### config.mk
export PLATFORM = sky130hd
export DESIGN_NAME = bitmap_outline_filter
export DESIGN_NICKNAME = d
export VERILOG_FILES = /design/src/hdl/bof_pkg.sv /design/src/hdl/bof_lane.sv /design/src/hdl/bof_line_mem.sv /design/src/hdl/bof_merge.sv /design/src/hdl/bitmap_outline_filter.sv
export SDC_FILE = /design/constraint.sdc
export NUM_CORES = 2
export LEC_CHECK = 0
export ABC_AREA = 1
export BUFFER_PORTS_ARGS = -buffer_cell sky130_fd_sc_hd__buf_4
export CAP_MARGIN = 30
export CELL_PAD_IN_SITES_DETAIL_PLACEMENT = 0
export CELL_PAD_IN_SITES_GLOBAL_PLACEMENT = 1
export CORE_ASPECT_RATIO = 0.75
export CORE_MARGIN = 2
export CORE_UTILIZATION = 55
export DETAILED_ROUTE_END_ITERATION = 10
export MAX_ROUTING_LAYER = met4
export PLACE_DENSITY_LB_ADDON = 0.1
export SYNTH_ARGS = -nofsm -noshare
export SYNTH_HDL_FRONTEND = slang
export SYNTH_SLANG_ARGS = --single-unit
### constraint.sdc
create_clock -name clk -period 8.7 [get_ports clk]
set_input_delay 1.305 -clock clk [delete_from_list [all_inputs] [get_ports clk]]
set_output_delay 1.305 -clock clk [all_outputs]
set_load 0.02 [all_outputs]
### src/hdl/bof_pkg.sv
`default_nettype none

package bof_pkg;

  // row store geometry
  localparam int MAX_LINE_WORDS = 64;
  localparam int IDX_W = (MAX_LINE_WORDS > 1) ? $clog2(MAX_LINE_WORDS) : 1;
  localparam int LEN_W = $clog2(MAX_LINE_WORDS + 1);

  // field widths
  localparam int PIX_W = 16;
  localparam int CFG_W = 7;
  localparam int CMP_W = (LEN_W > CFG_W) ? LEN_W : CFG_W;

  // result queue
  localparam int QUEUE_DEPTH = 4;
  localparam int QPTR_W = $clog2(QUEUE_DEPTH);
  localparam int QCNT_W = $clog2(QUEUE_DEPTH + 1);

  // one word of the row store: row above and row being outlined
  typedef struct packed {
    logic [PIX_W-1:0] above;
    logic [PIX_W-1:0] middle;
  } mem_word_t;

  // one result item
  typedef struct packed {
    logic [PIX_W-1:0] word;
    logic             last;
  } result_t;

  // results found by the two lanes for one accepted item
  typedef struct packed {
    logic    a_valid;
    result_t a;
    logic    b_valid;
    result_t b;
  } push_t;

endpackage

`default_nettype wire

### src/hdl/bof_lane.sv
`default_nettype none

module bof_lane (
  input  wire logic [bof_pkg::PIX_W-1:0] above,
  input  wire logic [bof_pkg::PIX_W-1:0] middle,
  input  wire logic [bof_pkg::PIX_W-1:0] below,
  input  wire logic [2:0]                left,
  input  wire logic [2:0]                right,
  output      logic [bof_pkg::PIX_W-1:0] outline
);
  import bof_pkg::*;

  logic [PIX_W+1:0] xa;
  logic [PIX_W+1:0] xm;
  logic [PIX_W+1:0] xb;

  // rows widened by the neighbor pixels left and right of the word
  assign xa = {left[2], above, right[2]};
  assign xm = {left[1], middle, right[1]};
  assign xb = {left[0], below, right[0]};

  // 3x3 dilation minus the pixel itself, one pixel per bit
  for (genvar i = 0; i < PIX_W; i++) begin : g_pix
    assign outline[i] = (xa[i] | xa[i+1] | xa[i+2] |
                         xb[i] | xb[i+1] | xb[i+2] |
                         xm[i] | xm[i+2]) & ~middle[i];
  end

endmodule

`default_nettype wire

### src/hdl/bof_line_mem.sv
`default_nettype none

module bof_line_mem (
  input  wire logic                      clk,
  input  wire logic                      rst,
  input  wire logic                      we,
  input  wire logic [bof_pkg::IDX_W-1:0] waddr,
  input  wire bof_pkg::mem_word_t        wdata,
  input  wire logic [bof_pkg::IDX_W-1:0] raddr,
  output      bof_pkg::mem_word_t        rdata
);
  import bof_pkg::*;

  mem_word_t                 mem [MAX_LINE_WORDS];
  logic [MAX_LINE_WORDS-1:0] written;

  // storage write
  always_ff @(posedge clk) begin
    if (we) begin
      mem[waddr] <= wdata;
    end
  end

  // per-entry written flags, an unwritten entry reads as zero
  always_ff @(posedge clk) begin
    if (rst) begin
      written <= '0;
    end else if (we) begin
      written[waddr] <= 1'b1;
    end
  end

  // registered read with write-through on a same-address write
  always_ff @(posedge clk) begin
    if (rst) begin
      rdata <= '0;
    end else if (we && (waddr == raddr)) begin
      rdata <= wdata;
    end else if (written[raddr]) begin
      rdata <= mem[raddr];
    end else begin
      rdata <= '0;
    end
  end

endmodule

`default_nettype wire

### src/hdl/bof_merge.sv
`default_nettype none

module bof_merge (
  input  wire logic                      clk,
  input  wire logic                      rst,
  input  wire bof_pkg::push_t            push,
  output      logic                      room,
  output      logic                      out_valid,
  input  wire logic                      out_ready,
  output      logic [bof_pkg::PIX_W-1:0] outline_word,
  output      logic                      last_in_row
);
  import bof_pkg::*;

  result_t            entries [QUEUE_DEPTH];
  logic [QPTR_W-1:0]  head;
  logic [QPTR_W-1:0]  tail;
  logic [QCNT_W-1:0]  count;
  logic [QPTR_W-1:0]  b_addr;
  logic               pop;
  logic [QCNT_W-1:0]  n_push;

  assign pop    = out_valid && out_ready;
  assign n_push = QCNT_W'(push.a_valid) + QCNT_W'(push.b_valid);
  assign b_addr = push.a_valid ? (tail + QPTR_W'(1)) : tail;

  // lane a result goes first, lane b result right behind it
  always_ff @(posedge clk) begin
    if (push.a_valid) begin
      entries[tail] <= push.a;
    end
    if (push.b_valid) begin
      entries[b_addr] <= push.b;
    end
  end

  // pointers and fill count
  always_ff @(posedge clk) begin
    if (rst) begin
      head  <= '0;
      tail  <= '0;
      count <= '0;
    end else begin
      tail  <= tail + QPTR_W'(n_push);
      count <= count + n_push - QCNT_W'(pop);
      if (pop) begin
        head <= head + QPTR_W'(1);
      end
    end
  end

  // output side and space for a full pair of results
  assign out_valid    = (count != '0);
  assign outline_word = entries[head].word;
  assign last_in_row  = entries[head].last;
  assign room         = (count <= QCNT_W'(QUEUE_DEPTH - 2));

endmodule

`default_nettype wire

### src/hdl/bitmap_outline_filter.sv
`default_nettype none

// Streaming outline of a 1-bit-per-pixel image given as 16-pixel words in
// raster order, MSB leftmost. An outline pixel is set where the source pixel
// is clear and any of its eight neighbors is set; pixels outside the image
// are zero. Set line_words (1..64; 0 acts as 1, larger values as 64) while
// the block is idle, and mark every word of an image's first row with
// first_row. The outline of row r comes out while row r+1 streams in, one
// word behind; the last word of row r comes out with the last word of row
// r+1, and the final row of an image is never outlined. One word is taken
// per clock while the result queue has room; at the end of a row wider than
// one word the input pauses, because the single write port of the row store
// has two words to update. A four-entry result queue decouples the output
// from the input.
module bitmap_outline_filter (
  input  wire logic                      clk,
  input  wire logic                      rst,
  input  wire logic                      line_words_we,
  input  wire logic [bof_pkg::CFG_W-1:0] line_words,
  input  wire logic                      in_valid,
  output      logic                      in_ready,
  input  wire logic [bof_pkg::PIX_W-1:0] pixel_word,
  input  wire logic                      first_row,
  output      logic                      out_valid,
  input  wire logic                      out_ready,
  output      logic [bof_pkg::PIX_W-1:0] outline_word,
  output      logic                      last_in_row
);
  import bof_pkg::*;

  // configuration and row state
  logic [CFG_W-1:0] line_len;
  logic [IDX_W-1:0] word_index;
  logic [IDX_W-1:0] word_index_next;
  logic             middle_valid;
  logic [PIX_W-1:0] held_below;
  logic [2:0]       left_carry;
  logic [PIX_W-1:0] prev_above;
  logic [PIX_W-1:0] prev_middle;

  // deferred second write at row end
  logic             pend;
  logic [IDX_W-1:0] pend_addr;
  mem_word_t        pend_data;

  // row store port
  logic             mem_we;
  logic [IDX_W-1:0] mem_waddr;
  mem_word_t        mem_wdata;
  mem_word_t        rd;

  logic             accept;
  logic             room;
  logic [CMP_W-1:0] cfg_ext;
  logic [CMP_W-1:0] len;
  logic             last;
  logic             at_start;
  logic             mv_eff;
  logic [2:0]       left_after;
  logic [2:0]       right_bits;
  logic [PIX_W-1:0] lane_a_word;
  logic [PIX_W-1:0] lane_b_word;
  push_t            push;

  assign in_ready = room && !pend;
  assign accept   = in_valid && in_ready;

  // configuration register
  always_ff @(posedge clk) begin
    if (rst) begin
      line_len <= CFG_W'(1);
    end else if (line_words_we) begin
      line_len <= line_words;
    end
  end

  // clamped row length and end-of-row detection
  assign cfg_ext = CMP_W'(line_len);
  always_comb begin
    if (cfg_ext == '0) begin
      len = CMP_W'(1);
    end else if (cfg_ext > CMP_W'(MAX_LINE_WORDS)) begin
      len = CMP_W'(MAX_LINE_WORDS);
    end else begin
      len = cfg_ext;
    end
  end

  assign at_start   = (word_index == '0);
  assign last       = (CMP_W'(word_index) + CMP_W'(1)) >= len;
  assign mv_eff     = (at_start && first_row) ? 1'b0 : middle_valid;
  assign left_after = at_start ? 3'b000 : {prev_above[0], prev_middle[0], held_below[0]};
  assign right_bits = {rd.above[PIX_W-1], rd.middle[PIX_W-1], pixel_word[PIX_W-1]};

  // lane a outlines the word left of the incoming one
  bof_lane u_lane_a (
    .above   (prev_above),
    .middle  (prev_middle),
    .below   (held_below),
    .left    (left_carry),
    .right   (right_bits),
    .outline (lane_a_word)
  );

  // lane b outlines the last word of the row, nothing to its right
  bof_lane u_lane_b (
    .above   (rd.above),
    .middle  (rd.middle),
    .below   (pixel_word),
    .left    (left_after),
    .right   (3'b000),
    .outline (lane_b_word)
  );

  // results handed to the merge queue
  always_comb begin
    push.a_valid = accept && !at_start && mv_eff;
    push.a.word  = lane_a_word;
    push.a.last  = 1'b0;
    push.b_valid = accept && last && mv_eff;
    push.b.word  = lane_b_word;
    push.b.last  = 1'b1;
  end

  bof_merge u_merge (
    .clk          (clk),
    .rst          (rst),
    .push         (push),
    .room         (room),
    .out_valid    (out_valid),
    .out_ready    (out_ready),
    .outline_word (outline_word),
    .last_in_row  (last_in_row)
  );

  // row store write selection
  always_comb begin
    mem_we    = 1'b0;
    mem_waddr = word_index;
    mem_wdata = '0;
    if (pend) begin
      mem_we    = 1'b1;
      mem_waddr = pend_addr;
      mem_wdata = pend_data;
    end else if (accept && !at_start) begin
      mem_we           = 1'b1;
      mem_waddr        = word_index - IDX_W'(1);
      mem_wdata.above  = mv_eff ? prev_middle : '0;
      mem_wdata.middle = held_below;
    end else if (accept && last) begin
      mem_we           = 1'b1;
      mem_waddr        = word_index;
      mem_wdata.above  = mv_eff ? rd.middle : '0;
      mem_wdata.middle = pixel_word;
    end
  end

  // position of the next incoming word, also the read address
  always_comb begin
    word_index_next = word_index;
    if (accept) begin
      word_index_next = last ? '0 : (word_index + IDX_W'(1));
    end
  end

  bof_line_mem u_mem (
    .clk   (clk),
    .rst   (rst),
    .we    (mem_we),
    .waddr (mem_waddr),
    .wdata (mem_wdata),
    .raddr (word_index_next),
    .rdata (rd)
  );

  // deferred write of the last word when the row has more than one word
  always_ff @(posedge clk) begin
    if (rst) begin
      pend <= 1'b0;
    end else begin
      pend <= accept && last && !at_start;
    end
  end

  always_ff @(posedge clk) begin
    if (accept) begin
      pend_addr        <= word_index;
      pend_data.above  <= mv_eff ? rd.middle : '0;
      pend_data.middle <= pixel_word;
    end
  end

  // row state update per accepted item
  always_ff @(posedge clk) begin
    if (rst) begin
      word_index   <= '0;
      middle_valid <= 1'b0;
      held_below   <= '0;
      left_carry   <= '0;
      prev_above   <= '0;
      prev_middle  <= '0;
    end else if (accept) begin
      word_index  <= word_index_next;
      prev_above  <= rd.above;
      prev_middle <= rd.middle;
      if (last) begin
        middle_valid <= 1'b1;
        held_below   <= '0;
        left_carry   <= '0;
      end else begin
        middle_valid <= mv_eff;
        held_below   <= pixel_word;
        left_carry   <= left_after;
      end
    end
  end

endmodule

`default_nettype wire
### Word level (Yosys, flattened, before mapping)

Memory sizes are Yosys's and may differ from the RTL's. A register that Yosys moved wholly into a read port is not among the register bits.
Index checks and enable logic that the tools add are counted.
Widths: inputs -> output; s select.

| word-level totals | value |
|---|---|
| output and inout bits | 19 |
| memories | 2 |
| bits in registers | 207 |
| bits in writable memories | 2116 |

| cells by class | value |
|---|---|
| reductions and logical operators | 16 |
| eq/ne operators | 1 |
| add/subtract/negate cells | 9 |
| mux-type cells | 34 |
| bitwise gates (word level) | 285 |
| order comparisons | 6 |

Memory list:

| memory | words | bits a word | rd ports | clocked after memory_dff | write ports | RTL line | RTL |
|---|---|---|---|---|---|---|---|
| u_mem.mem | 64 | 32 | 1 | 0 | 1 | bof_line_mem.sv:14 | `mem_word_t mem [MAX_LINE_WORDS];` |
| u_merge.entries | 4 | 17 | 1 | 1 | 2 | bof_merge.sv:15 | `result_t entries [QUEUE_DEPTH];` |

Operators with widths:

| kind | count |
|---|---|
| $or 1x1->1 | 220 |
| $mux 32 | 5 |
| $or 64x64->64 | 1 |
| $mux 16 | 3 |
| $and 1x1->1 | 32 |
| $not 1->1 | 32 |
| $mux 6 | 4 |
| $lt 6x7->1 const B | 2 |
| $mux 7 | 2 |
| $mux 1 | 13 |
| $logic_and 1x1->1 | 11 |
| $add 6x1->7 const B | 1 |
| $ge 7x7->1 | 1 |
| $gt 7x7->1 const B | 1 |
| $logic_not 7->1 | 1 |
| $add 6x1->6 const B | 1 |
| $bmux 1 s6 | 1 |
| $demux 1 s6 | 1 |
| $eq 6x6->1 | 1 |
| $ge 6x1->1 const B | 1 |
| $logic_not 6->1 | 1 |
| $mux 2 | 3 |
| $mux 3 | 2 |
| $sub 6x1->6 const B | 1 |
| other kinds (8) | 10 |

### Longest topological paths before layout

| logic depth | value |
|---|---|
| depth in word-level cells | 11 |
| gate-level depth with buffers | 26 |
| gate-level depth less buffers | 24 |

### Modules after synthesis

A second synthesis with hierarchy kept.

| unflattened totals | value |
|---|---|
| cell total of the unflattened synthesis | 8568 |
| area, all modules | 95720.6 um^2 |

Modules (own cells, without submodules):

| module | sequential area each (um^2) | cells each | times used | area an instance (um^2) |
|---|---|---|---|---|
| bof_line_mem | 63420.8 | 7276 | 1 | 85597.1 |
| bitmap_outline_filter | 2462.4 | 605 | 1 | 5074.9 |
| bof_merge | 2222.1 | 477 | 1 | 4210.3 |
| bof_lane | 0.0 | 105 | 2 | 419.2 |

### Worst setup path before layout

Ideal clock, no wire load.

| timing | value |
|---|---|
| kind | input to register |
| start point | input in_valid |
| end point | memory u_mem.mem[0][21] (netlist name), data pin |
| setup slack | 4115 ps |
| stages on the path | 7 |
| required time | 8151 ps |
| arrival time | 4035 ps |
| buffers on the path | 1 |
| path through | nand3_4 nor2_4 inv_4 nor2_2 inv_2 clkbuf_1 o211ai_1 |

RTL lines:

| what | RTL line | RTL |
|---|---|---|
| start, declared | bitmap_outline_filter.sv:20 | `input wire logic in_valid,` |
| end, declared | bof_line_mem.sv:14 |  |

### Worst setup path after layout

| timing | value |
|---|---|
| start point | register word_index[0] |
| end point | register u_mem.rdata[19] (netlist name) |

| between the ends | value |
|---|---|
| longest elaborated chain between the ends | 8 |
| elaborated cells on any way between the ends | 29 |
| classes of those cells | add/sub (3); order compare (1); eq/ne (1); mux (17); reduce/logical (6); memory (1) |

RTL lines:

| what | RTL line | RTL |
|---|---|---|
| start, declared | bitmap_outline_filter.sv:33 | `logic [IDX_W-1:0] word_index;` |
| start signal, assigned | bitmap_outline_filter.sv:203 | `word_index <= word_index_next;` |
| $add 6x1->7 / $logic_not 6->1 (equally long branches) | bitmap_outline_filter.sv:90, bitmap_outline_filter.sv:89 |  |
| $ge 7x7->1 (tied with other cells) | bitmap_outline_filter.sv:90 | `assign last = (CMP_W'(word_index) + CMP_W'(1)) >= len;` |
| $mux 6 (tied with other cells) | bitmap_outline_filter.sv:162 | `word_index_next = last ? '0 : (word_index + IDX_W'(1));` |
| $mux 6 (tied with other cells) | bitmap_outline_filter.sv:161 | `if (accept) begin` |
| $bmux 1 s6 (tied with other cells) | bof_line_mem.sv:39 | `end else if (written[raddr]) begin` |
| $mux 1 (not written as such) (tied with other cells) | bof_line_mem.sv:39 |  |
| $mux 32 (tied with other cells) | bof_line_mem.sv:39 |  |
| $mux 32 * | bof_line_mem.sv:37 | `end else if (we && (waddr == raddr)) begin` |
| end signal, assigned | bof_line_mem.sv:38 | `rdata <= wdata;` |
| end signal, assigned | bof_line_mem.sv:40 | `rdata <= mem[raddr];` |
| end, declared | bof_line_mem.sv:10 | `output bof_pkg::mem_word_t rdata` |

Every way passes the cells marked *; elsewhere a longest branch is shown, timed or not. The select of a mux whose other input is x is not followed.
A chain may end at the register's enable or synchronous reset.

==> metrics.txt <==
synthesized area=103000 µm²; Highest Clock Rate=161 MHz; FILL cells=15000; power density over cell area=305 nW/µm²; Crit Path Max Fanout=57; share of cells above drive strength 1=6.64%; final wirelength=323000 µm; largest net degree at the start of global routing=204; Critical Path RT=9.47 ns; CP Class=flop to flop; Syn Area/Cell=~11 µm²; HP Class=flop to flop; post-route ant nets=0; Initial Util=about 55%; CP Launch Type=flop; port bufs=47; Setup TNS=0 ns; DRC=0; die area=approximately 190000 µm²; Hold Buf Count CTS=0; Final Skew=approximately 0.025 ns; # setup viols final=0; Core ar.=186000 µm²; aggregate global routing overflow=0; Distinct cells, synth=43; depth of the worst register-to-register path=21; Hold Path Stages=2; Post-CTS Setup Bufs=0; synth warn=0; final worst setup slack=2.48 ns; Slew @ Worst Pin=1.20 ns; Syn-to-layout area delta=10.1%; htree depth=4; CTS tree=done; number of global-route vias before repair=68800; clk slew on worst S/H paths=0.06 ns; VDD IR max=0.327 mV; crit share post-route=71.5%; Iteration-0 DRC Markers=~11000; setup repair after global routing missed its margin=no; outcome=completed; Root Driver=clkbuf_16; Mapped Cells=approximately 9800; Syn Nets=9819; Hold Vio Cnt, Final=0; DIE WIDTH=between 500 and 600 µm; Cell Rows=137; Detail Placement HPWL=169000 µm; CTS sink cnt=2325; Crit. End Element=flop; Seq/Total Area, Yosys=66.1%; first-pass GRT wire length=471000 µm; PostCTS Resize Cnt=0; max-cap viol count=0; Via density=5.99; Register Area=68100 µm²; multi-input logic area=27200 µm²; Tmin final=6.22 ns; register bit count reported by yosys=about 2300; Worst-Skew Late Latency=0.85 ns; Final Wtd Congestion=0.946; gr usage total=34.7%; clock buffer depth=3; arrival time worst endpoint=6.99 ns; Slew Limit Fails=0; initial antenna violation count=15; Leak=44.0 nW; via count=73600; commonest non-fill, non-tap cell in the layout=nand3_1; Num CTS Buffers=222; Nets=between 9000 and 10000; Worst slew margin=between 20% and 30%; chip height=379 µm; I/O pins=48; First-pass DRT Iterations=9; WL/cell=approximately 26 µm; pre-CTS WS=2.70 ns; most frequent cells in the layout=nand3_1 (2367), edfxtp_1 (2150), inv_1 (1483), nand2_1 (1443), nand3b_1 (707)
stage by stage:
| stage | instance area (µm²) | hold WS (ns) | power [mW] | util [%] | std cells |
|---|---|---|---|---|---|
| 3_5_place_dp | 106000 | 0.435 | 24.9 | 57.1 | 11900 |
| 4_1_cts | 113000 | 0.449 | 34.4 | 60.9 | 12300 |
| 2_1_floorplan | 103000 | 0.422 | 20.7 | - | 9770 |
| 6_report | 113000 | 0.448 | 34.5 | 60.9 | 12300 |
| 5_1_grt | 113000 | 0.481 | 35.9 | 60.9 | 12300 |
| 3_3_place_gp | 106000 | 0.434 | 24.8 | 57.1 | 11900 |
cells in the mapped netlist, drive strengths merged:
library cell,instances,area (µm²)
a211oi,2,15.0
a32oi,2,17.5
nor3,6,41.3
buf,357,1680
nand2,1449,5450
fa,1,20.0
edfxtp,2150,64600
a41o,1,10.0
o41ai,14,123
o22ai,18,119
dfxtp,175,3500
nand3b,707,5310
a31o,2,17.5
or2,4,25.0
nor2,387,1470
nor4,2,12.5
nand4,22,138
nand3,2369,11900
ha,19,238
o221ai,3,26.3
o31ai,1,7.51
a21oi,93,469
and2,1,6.26
xor2,10,87.6
o2111ai,1,8.76
a41oi,1,8.76
o211ai,32,240
clkbuf,280,1050
o21ai,167,840
inv,1494,5610
worst max-delay path: stages (launching register included):
cell and delay (ns):
dfxtp_1 0.53, ha_1 0.23, nand2_1 0.08, o21ai_0 0.26, inv_1 0.09, ha_1 0.30, nand2_1 0.06, nor2_1 0.08
nand2_1 0.11, nand2_1 0.23, nand2_2 0.21, inv_2 0.64, nor2_4 0.33, inv_6 0.60, buf_4 0.79, nand3_1 0.16
nand3_1 0.26, nand3_1 0.14, nand2_1 0.10, buf_4 0.43, nand3_1 0.15, a21oi_1 0.19
cell families after synthesis:
family,share of synthesized area (%)
AOI/OAI and AO/OA,1.85
and+or+nand+nor,23.6
xor gates and xnor gates,0.0850
DFF,66.1
adders and majority gates,0.250
buffers and inverters,8.10
metal layers:
layer | up-vias | part of all wire, % | global-route usage, %
met3 | 540 | 12 | 8.38
met1 | 36000 | 41 | 49.6
met5 | - | 0 | -
met4 | 0 | 3.2 | 10.7
li1 | 32900 | - | -
met2 | 4146 | 43 | 49.1
path summary, 6_finish.rpt:
check / startpoint / to / slack, ns
setup / recovery: word_index[0]$_SDFFE_PP0P_ / u_mem.rdata[19]$_SDFF_PP0_ / 2.48
hold / removal: u_merge.entries[2][0]$_SDFFE_PP1P_ / u_merge.entries[2][0]$_SDFFE_PP1P_ / 0.45
setup reg to reg: word_index[0]$_SDFFE_PP0P_ / u_mem.rdata[19]$_SDFF_PP0_ / 2.48
hold reg to reg: u_merge.entries[2][0]$_SDFFE_PP1P_ / u_merge.entries[2][0]$_SDFFE_PP1P_ / 0.45
report_power, final:
part	internal, mW	leakage [nW]	total, mW	switching [mW]
Combinational	3.01	19.2	11.9	8.86
Sequential	13.0	21.3	13.1	0.154
Clock	5.30	3.45	9.55	4.25
sequential cells by signal, indices dropped and copies added, names as in the netlist, named ones only:
signal and count:
prev_middle 16, u_merge.tail 2, pend_data 32, pend_addr 6
left_carry 3, word_index 6, u_merge.count 3, u_mem.written 64
u_mem.mem 2048, u_mem.rdata 32, cfg_ext 7, middle_valid 1
prev_above 16, u_merge.entries 68, pend 1, u_merge.head 2
held_below 16
cell type report:
class | instances | area share (%)
clock inverter | 124 | 0.946
timing repair buffer | 242 | 2.00
sequential | 2325 | 60.0
inverter | 1494 | 4.96
tap | 2502 | 2.76
antenna | 3 | 0.00662
clock buffer | 292 | 5.29
multi-input combinational | 5314 | 24.0
(Power assumes the default switching activity.)
